--- src/prq_pkg.sv ---
// Shared types, codes and default sizes for the priority ready queue scheduler.
package prq_pkg;

  localparam int unsigned NUM_LEVELS_DEF  = 8;
  localparam int unsigned QUEUE_DEPTH_DEF = 8;

  localparam logic OP_ENQUEUE = 1'b0;
  localparam logic OP_SWITCH  = 1'b1;

  localparam logic [1:0] STAT_OK    = 2'd0;
  localparam logic [1:0] STAT_FULL  = 2'd1;
  localparam logic [1:0] STAT_EMPTY = 2'd2;

  typedef enum logic [2:0] {
    ST_IDLE,
    ST_UPDATE,
    ST_PUSH_RUN,
    ST_POP,
    ST_DONE
  } prq_state_e;

  typedef struct packed {
    logic       op;
    logic [7:0] task_id;
    logic [2:0] priority_req;
  } prq_in_t;

  typedef struct packed {
    logic [7:0] run_task;
    logic [2:0] run_priority;
    logic       preempt;
    logic [1:0] status;
  } prq_out_t;

endpackage

--- src/prq_entry_ram.sv ---
// Single-port task entry memory with a registered read.
module prq_entry_ram #(
  parameter int unsigned RAM_DEPTH = prq_pkg::NUM_LEVELS_DEF * prq_pkg::QUEUE_DEPTH_DEF,
  localparam int unsigned AddrW = $clog2(RAM_DEPTH)
) (
  input  logic             clk_i,
  input  logic             we_i,
  input  logic             re_i,
  input  logic [AddrW-1:0] addr_i,
  input  logic [7:0]       wdata_i,
  output logic [7:0]       rdata_o
);

  logic [7:0] mem [RAM_DEPTH];
  logic [7:0] rdata_q;

  always_ff @(posedge clk_i) begin
    if (we_i) begin
      mem[addr_i] <= wdata_i;
    end
    if (re_i) begin
      rdata_q <= mem[addr_i];
    end
  end

  assign rdata_o = rdata_q;

endmodule

--- src/priority_ready_queue_scheduler.sv ---
// Top level: multilevel FIFO ready queue with a running task register.
//
//   channel | direction | handshake             | word
//   --------+-----------+-----------------------+---------------------------------
//   in      | input     | in_valid_i/in_stall_o | op, task_id, priority_req
//   out     | output    | out_valid_o/out_stall_i | run_task, run_priority, preempt, status
//   cfg     | input     | cfg_valid_i/cfg_ready_o | search_start
//
// One word is worked on at a time. A plain enqueue goes through update and done, a
// preempting enqueue also push-run, a switch update, pop and done, and a rejected word
// only done; the registered pointer read and the single-port entry memory set this order.
// After reset every queue is empty and the idle task runs at the lowest used level;
// pointer entries carry valid bits, so there is no clearing pass.
// A stalled result waits in the output register; the next word is taken meanwhile.
module priority_ready_queue_scheduler #(
  parameter int unsigned NUM_LEVELS  = prq_pkg::NUM_LEVELS_DEF,
  parameter int unsigned QUEUE_DEPTH = prq_pkg::QUEUE_DEPTH_DEF
) (
  input  logic             clk_i,
  input  logic             rst_ni,
  input  logic             in_valid_i,
  output logic             in_stall_o,
  input  prq_pkg::prq_in_t in_data_i,
  output logic             out_valid_o,
  input  logic             out_stall_i,
  output prq_pkg::prq_out_t out_data_o,
  input  logic             cfg_valid_i,
  output logic             cfg_ready_o,
  input  logic [2:0]       cfg_data_i
);

  localparam int unsigned LevelsUsed = (NUM_LEVELS < 8) ? NUM_LEVELS : 8;
  localparam int unsigned LW         = $clog2(NUM_LEVELS);
  localparam int unsigned PW         = $clog2(QUEUE_DEPTH);
  localparam int unsigned RamDepth   = NUM_LEVELS * QUEUE_DEPTH;
  localparam int unsigned AW         = $clog2(RamDepth);

  function automatic logic [PW-1:0] ptr_inc(input logic [PW-1:0] p);
    logic [PW-1:0] r;
    if (p == PW'(QUEUE_DEPTH - 1)) begin
      r = '0;
    end else begin
      r = p + 1'b1;
    end
    return r;
  endfunction

  function automatic logic [AW-1:0] entry_addr(input logic [LW-1:0] lvl,
                                               input logic [PW-1:0] p);
    logic [AW-1:0] a;
    a = AW'(lvl) * AW'(QUEUE_DEPTH) + AW'(p);
    return a;
  endfunction

  prq_pkg::prq_state_e state_q, state_d;

  logic [2:0]          search_start_q;
  logic [7:0]          run_task_q;
  logic [2:0]          run_lvl_q;
  logic                cur_op_q;
  logic [2:0]          cur_lvl_q;
  logic [7:0]          cur_id_q;
  logic                higher_q;
  logic [1:0]          status_q;
  logic [NUM_LEVELS-1:0] nonempty_q;
  logic [NUM_LEVELS-1:0] full_q;
  logic [NUM_LEVELS-1:0] ptr_vld_q;
  logic [2*PW-1:0]     ptr_mem [NUM_LEVELS];
  logic [2*PW-1:0]     rd_a_q, rd_b_q;
  logic                vld_a_q, vld_b_q;
  logic                out_valid_q;
  prq_pkg::prq_out_t   out_data_q;

  // Accept-time decode.
  logic          in_acc;
  logic [2:0]    lv_sat;
  logic [LW-1:0] lv_idx, run_idx, cur_idx, tgt_idx;
  logic          higher;
  logic          enq_full;
  logic          scan_found;
  logic [2:0]    scan_lvl;
  logic [2:0]    tgt_lvl;
  logic [1:0]    acc_status;

  // Datapath controls from the sequencer.
  logic            ptr_we;
  logic [LW-1:0]   ptr_waddr;
  logic [2*PW-1:0] ptr_wdata;
  logic            flag_ne, flag_full;
  logic            st_we, st_re;
  logic [AW-1:0]   st_addr;
  logic [7:0]      st_wdata, st_rdata;
  logic            out_load;

  logic [PW-1:0] head_a, tail_a, head_b, tail_b;

  assign in_stall_o  = (state_q != prq_pkg::ST_IDLE);
  assign in_acc      = in_valid_i && !in_stall_o;
  assign cfg_ready_o = 1'b1;

  assign lv_sat  = (in_data_i.priority_req > 3'(LevelsUsed - 1)) ?
                   3'(LevelsUsed - 1) : in_data_i.priority_req;
  assign lv_idx  = LW'(lv_sat);
  assign run_idx = LW'(run_lvl_q);
  assign cur_idx = LW'(cur_lvl_q);
  assign higher  = (lv_sat < run_lvl_q);
  assign enq_full = full_q[lv_idx] || (higher && full_q[run_idx]);

  // First non-empty level at or below the configured start level.
  always_comb begin
    scan_found = 1'b0;
    scan_lvl   = '0;
    for (int i = 0; i < 8; i++) begin
      if (i < LevelsUsed) begin
        if (!scan_found && (3'(i) >= search_start_q) && nonempty_q[LW'(i)]) begin
          scan_found = 1'b1;
          scan_lvl   = 3'(i);
        end
      end
    end
  end

  always_comb begin
    if (in_data_i.op == prq_pkg::OP_ENQUEUE) begin
      tgt_lvl    = lv_sat;
      acc_status = enq_full ? prq_pkg::STAT_FULL : prq_pkg::STAT_OK;
    end else begin
      tgt_lvl    = scan_lvl;
      acc_status = scan_found ? prq_pkg::STAT_OK : prq_pkg::STAT_EMPTY;
    end
  end

  assign tgt_idx = LW'(tgt_lvl);

  assign head_a = vld_a_q ? rd_a_q[2*PW-1:PW] : '0;
  assign tail_a = vld_a_q ? rd_a_q[PW-1:0]    : '0;
  assign head_b = vld_b_q ? rd_b_q[2*PW-1:PW] : '0;
  assign tail_b = vld_b_q ? rd_b_q[PW-1:0]    : '0;

  // Next state.
  always_comb begin
    state_d = state_q;
    case (state_q)
      prq_pkg::ST_IDLE: begin
        if (in_acc) begin
          state_d = (acc_status == prq_pkg::STAT_OK) ? prq_pkg::ST_UPDATE : prq_pkg::ST_DONE;
        end
      end
      prq_pkg::ST_UPDATE: begin
        if (cur_op_q == prq_pkg::OP_SWITCH) begin
          state_d = prq_pkg::ST_POP;
        end else if (higher_q) begin
          state_d = prq_pkg::ST_PUSH_RUN;
        end else begin
          state_d = prq_pkg::ST_DONE;
        end
      end
      prq_pkg::ST_PUSH_RUN: state_d = prq_pkg::ST_DONE;
      prq_pkg::ST_POP:      state_d = prq_pkg::ST_DONE;
      prq_pkg::ST_DONE: begin
        if (out_load) begin
          state_d = prq_pkg::ST_IDLE;
        end
      end
      default: state_d = prq_pkg::ST_IDLE;
    endcase
  end

  // Sequencer outputs.
  always_comb begin
    ptr_we    = 1'b0;
    ptr_waddr = cur_idx;
    ptr_wdata = '0;
    flag_ne   = 1'b0;
    flag_full = 1'b0;
    st_we     = 1'b0;
    st_re     = 1'b0;
    st_addr   = '0;
    st_wdata  = cur_id_q;
    out_load  = 1'b0;
    case (state_q)
      prq_pkg::ST_UPDATE: begin
        ptr_we = 1'b1;
        if (cur_op_q == prq_pkg::OP_SWITCH) begin
          st_re     = 1'b1;
          st_addr   = entry_addr(cur_idx, head_a);
          ptr_wdata = {ptr_inc(head_a), tail_a};
          flag_ne   = (ptr_inc(head_a) != tail_a);
          flag_full = 1'b0;
        end else begin
          st_we     = 1'b1;
          st_addr   = entry_addr(cur_idx, tail_a);
          ptr_wdata = {head_a, ptr_inc(tail_a)};
          flag_ne   = 1'b1;
          flag_full = (ptr_inc(tail_a) == head_a);
        end
      end
      prq_pkg::ST_PUSH_RUN: begin
        // The displaced task goes back onto its own level.
        ptr_we    = 1'b1;
        ptr_waddr = run_idx;
        st_we     = 1'b1;
        st_addr   = entry_addr(run_idx, tail_b);
        st_wdata  = run_task_q;
        ptr_wdata = {head_b, ptr_inc(tail_b)};
        flag_ne   = 1'b1;
        flag_full = (ptr_inc(tail_b) == head_b);
      end
      prq_pkg::ST_DONE: begin
        out_load = !out_valid_q || !out_stall_i;
      end
      default: begin
      end
    endcase
  end

  prq_entry_ram #(
    .RAM_DEPTH(RamDepth)
  ) u_entry_ram (
    .clk_i  (clk_i),
    .we_i   (st_we),
    .re_i   (st_re),
    .addr_i (st_addr),
    .wdata_i(st_wdata),
    .rdata_o(st_rdata)
  );

  // Pointer memory: head and tail per level, two registered read ports.
  always_ff @(posedge clk_i) begin
    if (ptr_we) begin
      ptr_mem[ptr_waddr] <= ptr_wdata;
    end
    if (in_acc) begin
      rd_a_q <= ptr_mem[tgt_idx];
      rd_b_q <= ptr_mem[run_idx];
    end
  end

  always_ff @(posedge clk_i) begin
    if (in_acc) begin
      cur_op_q  <= in_data_i.op;
      cur_lvl_q <= tgt_lvl;
      cur_id_q  <= in_data_i.task_id;
      higher_q  <= higher;
    end
    if (out_load) begin
      out_data_q.run_task     <= run_task_q;
      out_data_q.run_priority <= run_lvl_q;
      out_data_q.preempt      <= (status_q == prq_pkg::STAT_OK) &&
                                 (cur_op_q == prq_pkg::OP_ENQUEUE) && higher_q;
      out_data_q.status       <= status_q;
    end
  end

  always_ff @(posedge clk_i or negedge rst_ni) begin
    if (!rst_ni) begin
      state_q        <= prq_pkg::ST_IDLE;
      search_start_q <= '0;
      run_task_q     <= '0;
      run_lvl_q      <= 3'(LevelsUsed - 1);
      status_q       <= prq_pkg::STAT_OK;
      nonempty_q     <= '0;
      full_q         <= '0;
      ptr_vld_q      <= '0;
      vld_a_q        <= 1'b0;
      vld_b_q        <= 1'b0;
      out_valid_q    <= 1'b0;
    end else begin
      state_q <= state_d;
      if (cfg_valid_i && cfg_ready_o) begin
        search_start_q <= cfg_data_i;
      end
      if (in_acc) begin
        status_q <= acc_status;
        vld_a_q  <= ptr_vld_q[tgt_idx];
        vld_b_q  <= ptr_vld_q[run_idx];
      end
      if (ptr_we) begin
        ptr_vld_q[ptr_waddr]  <= 1'b1;
        nonempty_q[ptr_waddr] <= flag_ne;
        full_q[ptr_waddr]     <= flag_full;
      end
      if (state_q == prq_pkg::ST_POP) begin
        run_task_q <= st_rdata;
        run_lvl_q  <= cur_lvl_q;
      end
      if (out_load) begin
        out_valid_q <= 1'b1;
      end else if (!out_stall_i) begin
        out_valid_q <= 1'b0;
      end
    end
  end

  assign out_valid_o = out_valid_q;
  assign out_data_o  = out_data_q;

endmodule

--- config.mk ---
export PLATFORM = sky130hd
export DESIGN_NAME = priority_ready_queue_scheduler
export DESIGN_NICKNAME = d
export VERILOG_FILES = /design/src/prq_pkg.sv /design/src/prq_entry_ram.sv /design/src/priority_ready_queue_scheduler.sv
export SDC_FILE = /design/constraint.sdc
export NUM_CORES = 1
export LEC_CHECK = 0
export ABC_AREA = 1
export BUFFER_PORTS_ARGS = -buffer_cell sky130_fd_sc_hd__buf_2
export CAP_MARGIN = 10
export CORE_MARGIN = 2
export CORE_UTILIZATION = 45
export CTS_CLUSTER_DIAMETER = 100
export DETAILED_ROUTE_END_ITERATION = 10
export SYNTH_ARGS = -nofsm -noshare
export SYNTH_HDL_FRONTEND = slang
export SYNTH_SLANG_ARGS = --single-unit
export TNS_END_PERCENT = 5
--- constraint.sdc ---
create_clock -name clk_i -period 3.75 [get_ports clk_i]
set_clock_uncertainty 0.2 [all_clocks]
set_input_delay 0.375 -clock clk_i [delete_from_list [all_inputs] [get_ports clk_i]]
set_output_delay 0.375 -clock clk_i [all_outputs]
set_load 0.05 [all_outputs]
==> qor.csv <==
metric,value,unit
worst min-delay path category,input pin to flip-flop,
post-synthesis instance total,2639,
status,finished clean,
register area share after synthesis,0.696,
cells traversed along the worst timing path,nor2_1 > nand2_2 > buf_4 > nor2_1 > inv_1 > nand2_1 > a21oi_4 > nand2_1 > buf_4 > nor2_1,
post-synthesis register bit count,649,
clock latency of the later-clocked register in the worst-skew pair,630,ps
Max IR drop VDD,0.418,mV
TritonCTS clock tree,done,
Most used DFF post-synth,sky130_fd_sc_hd__edfxtp_1,
Final Non-Filler Cells,3601,
number of buffers created by CTS,69,
Synthesized Nets,2664,
via count of the first global-routing pass,18700,
antenna violation net count after detailed routing,0,
RSZ-0062 raised after global routing,false,
Tightest Pin Transition,1080,ps
final WL,76.1,mm
metal3 WL,5.85,mm
cell type contributing the most total cell area after synthesis,sky130_fd_sc_hd__edfxtp_1,
most prevalent standard cell on the critical path,sky130_fd_sc_hd__nor2_1,
root buffer selected by CTS,sky130_fd_sc_hd__clkbuf_16,
final core occ,0.526,
area overhead of the layout relative to synthesis,15.1,%
clock buffer depth,3,
antenna violations before repair,0,
setup violators final,0,
htree depth,3,
clock-pin slew on the worst setup and hold paths,60,ps
Inst Count DP,3455,
standard-cell rows,90,
average routed wire per standard cell,21.1,microns
Die Footprint,0.0636,sq mm
wire length of the first global-routing pass,114,mm
Max Cap Viol,0,
most common library cell in the layout ignoring fill and taps,sky130_fd_sc_hd__nand2_1,
net switching power,7.12,mW
Post-CTS Setup Inserts,0,
drt first-iter violations,2021,
Synth cell types,37,
startpoint type of the worst setup path,flip-flop,
number of detailed-routing iterations run before antenna repair,6,
total via count after detailed routing,19600,
final weighted congestion in routability-driven placement,0.956,
Num Clock Sinks,649,
area of the mapped netlist,0.0277,sq mm
Setup Total Neg Slack,0,ps
Static Leak,12.8,nW
Clk network pwr share,0.308,
critical setup path kind,flip-flop to flip-flop,
peak clock frequency supported by timing,296,MHz
internal portion of total power,14.1,mW
largest net degree at the start of global routing,87,
"commonest non-fill, non-tap cells in the layout","sky130_fd_sc_hd__nand2_1 (1138), sky130_fd_sc_hd__edfxtp_1 (607), sky130_fd_sc_hd__nand3_1 (218), sky130_fd_sc_hd__nor2_1 (135), sky130_fd_sc_hd__buf_4 (122)",
Synth async-reset ratio,0.0647,
final layout net count,2789,
DP Wirelength,47.6,mm
cells taking the most area after synthesis,"sky130_fd_sc_hd__edfxtp_1 (66%), sky130_fd_sc_hd__nand2_1 (16%), sky130_fd_sc_hd__nand3_1 (3.9%), sky130_fd_sc_hd__dfrtp_1 (3.5%), sky130_fd_sc_hd__o21ai_0 (2.1%)",
DRC errors left,0,
required time at the worst-slack endpoint,3790,ps
height of the chip,252,microns
Worst Slack Setup Final,370,ps
uppermost signal routing layer after detailed routing,met4,
Pwr per Cell Area,665,mW/mm^2
number of enable flip-flop cells after synthesis,607,
ratio of final minimum period to clock period,0.901,
wl on met1,32.3,mm
Sequential Power Share,0.441,
# IOs,37,
Slowest cell on crit path,sky130_fd_sc_hd__a21oi_4,
normalized max-slew margin,0.270,
Starting Density,0.457,
area share of the largest cell type after synthesis,0.658,
post-layout minimum cycle time,3380,ps
Synth warnings,0,
Die W,252,microns
number of hold-slack violations in the final timing report,0,
number of inserted diodes,0,
global routing usage summed across all routing layers,0.239,
part of the power in combinational logic,0.251,
share of post-route cells with drive strength above 1,0.115,
Switching Fraction,0.335,
post-detailed-route via-to-cell ratio,5.45,
worst slack after detailed placement,442,ps
met2 wire length,35.8,mm
port bufs,35,
largest fanout of any net on the critical path,15,
Slew Limit Fails,0,
remaining global-route overflow,0,
delay of the slowest critical-path stage,640,ps
arrival time of data at the critical path endpoint,3420,ps
Avg Inst Size Synth,10.5,sq um
endpoint kind of the worst setup timing path,flip-flop,
area of the core region,0.0606,sq mm
## registers in the layout (all words and copies together) (netlist names), 2 cells and up
register             flops
nonempty_q               4
ptr_mem                 48
rd_a_q                   6
full_q                   8
ptr_vld_q                8
search_start_q           3
run_task_q               8
u_entry_ram.rdata_o      8
rd_b_q                   6
run_idx                  3
cur_id_q                 8
cur_idx                  3
u_entry_ram.mem        512
state_q                  3
out_data_o              14
status_q                 2
## logic make-up (layout without fill, tap and decap cells)
family                     count (synthesis)  in the layout  share of synthesized area
and+or+nand+nor                         1525           1525                      0.220
DFF                                      649            649                      0.696
AOI/OAI and AO/OA                        227            227                     0.0434
buffers and inverters                    215            395                     0.0323
muxes                                      9              9                    0.00366
xor gates and xnor gates                   8              8                    0.00253
adders and majority gates                  5              5                    0.00226
other                                      1              1                   0.000135
## routing by layer
| metal | vias up | GRT usage |
|---|---|---|
| met5 | - | 0 |
| met4 | 0 | 0.0752 |
| met3 | 124 | 0.0319 |
| met2 | 848 | 0.385 |
| met1 | 9485 | 0.338 |
| li1 | 9166 | - |
## through the flow
stage | hold slack, ps | power, mW | instance area (sq um)
after detailed placement | 255 | 14.8 | 29500
after global routing | 167 | 22.1 | 31900
final | 133 | 21.2 | 31900
after global placement | 255 | 14.7 | 29500
after CTS | 109 | 21.3 | 31900
after floorplan | -121 | 12.5 | 27700
## final cells by class
class	instances	area, sq um
Clock inverter	42	370
Timing Repair Buffer	191	1570
Multi-Input combinational cell	1775	7620
Sequential cell	649	19300
Inverter	78	295
Tap cell	782	978
Clock buffer	84	1780
Fill cell	5262	28700
## what timing repair did
action,4_1_cts,5_1_grt
endpoints found under the hold margin,56,0
gates resized for setup,0,0
hold buffers,20,0
## cells in the mapped netlist (all sizes together), types with 3 or more instances
master,instances
nor2,140
o221ai,3
dfstp,3
nand2,1154
clkbuf,59
xor2,4
ha,5
nand3,218
a21oi,36
clkinv,4
xnor2,4
o211ai,3
a31oi,7
dfrtp,39
buf,78
mux2,9
o21ai,163
edfxtp,607
nor3,9
o22ai,12
inv,74
or2,4
## worst max-delay path, delay by kind of cell, from the launching register on
| family | cells | cell delay (ps) |
|---|---|---|
| and+or+nand+nor | 6 | 1230 |
| AOI/OAI and AO/OA | 1 | 640 |
| buffers and inverters | 3 | 500 |
| DFF | 1 | 410 |
## final timing paths
kind,startpoint,to,slack (ps),cells past startpoint
worst max-delay path,state_q[2],u_entry_ram.mem[58][6],370,10
worst min-delay path,in_data_i[2],status_q[0],130,6
worst max register to register,state_q[2],u_entry_ram.mem[58][6],370,10
worst min register to register,ptr_vld_q[5],ptr_vld_q[5],270,1
max in group asynchronous,rst_ni,run_task_q[0],2420,2
min in group asynchronous,rst_ni,full_q[7],270,2
## power by group through the flow
stage                     clock [mW]  sequential [mW]  combinational, mW
after floorplan                    0             9.55               2.93
after global placement             0             9.49               5.22
after detailed placement           0             9.50               5.27
after CTS                       6.64             9.35               5.31
after global routing            6.90             9.39               5.77
final                           6.54             9.36               5.33
Power figures use the tool's default switching activity.
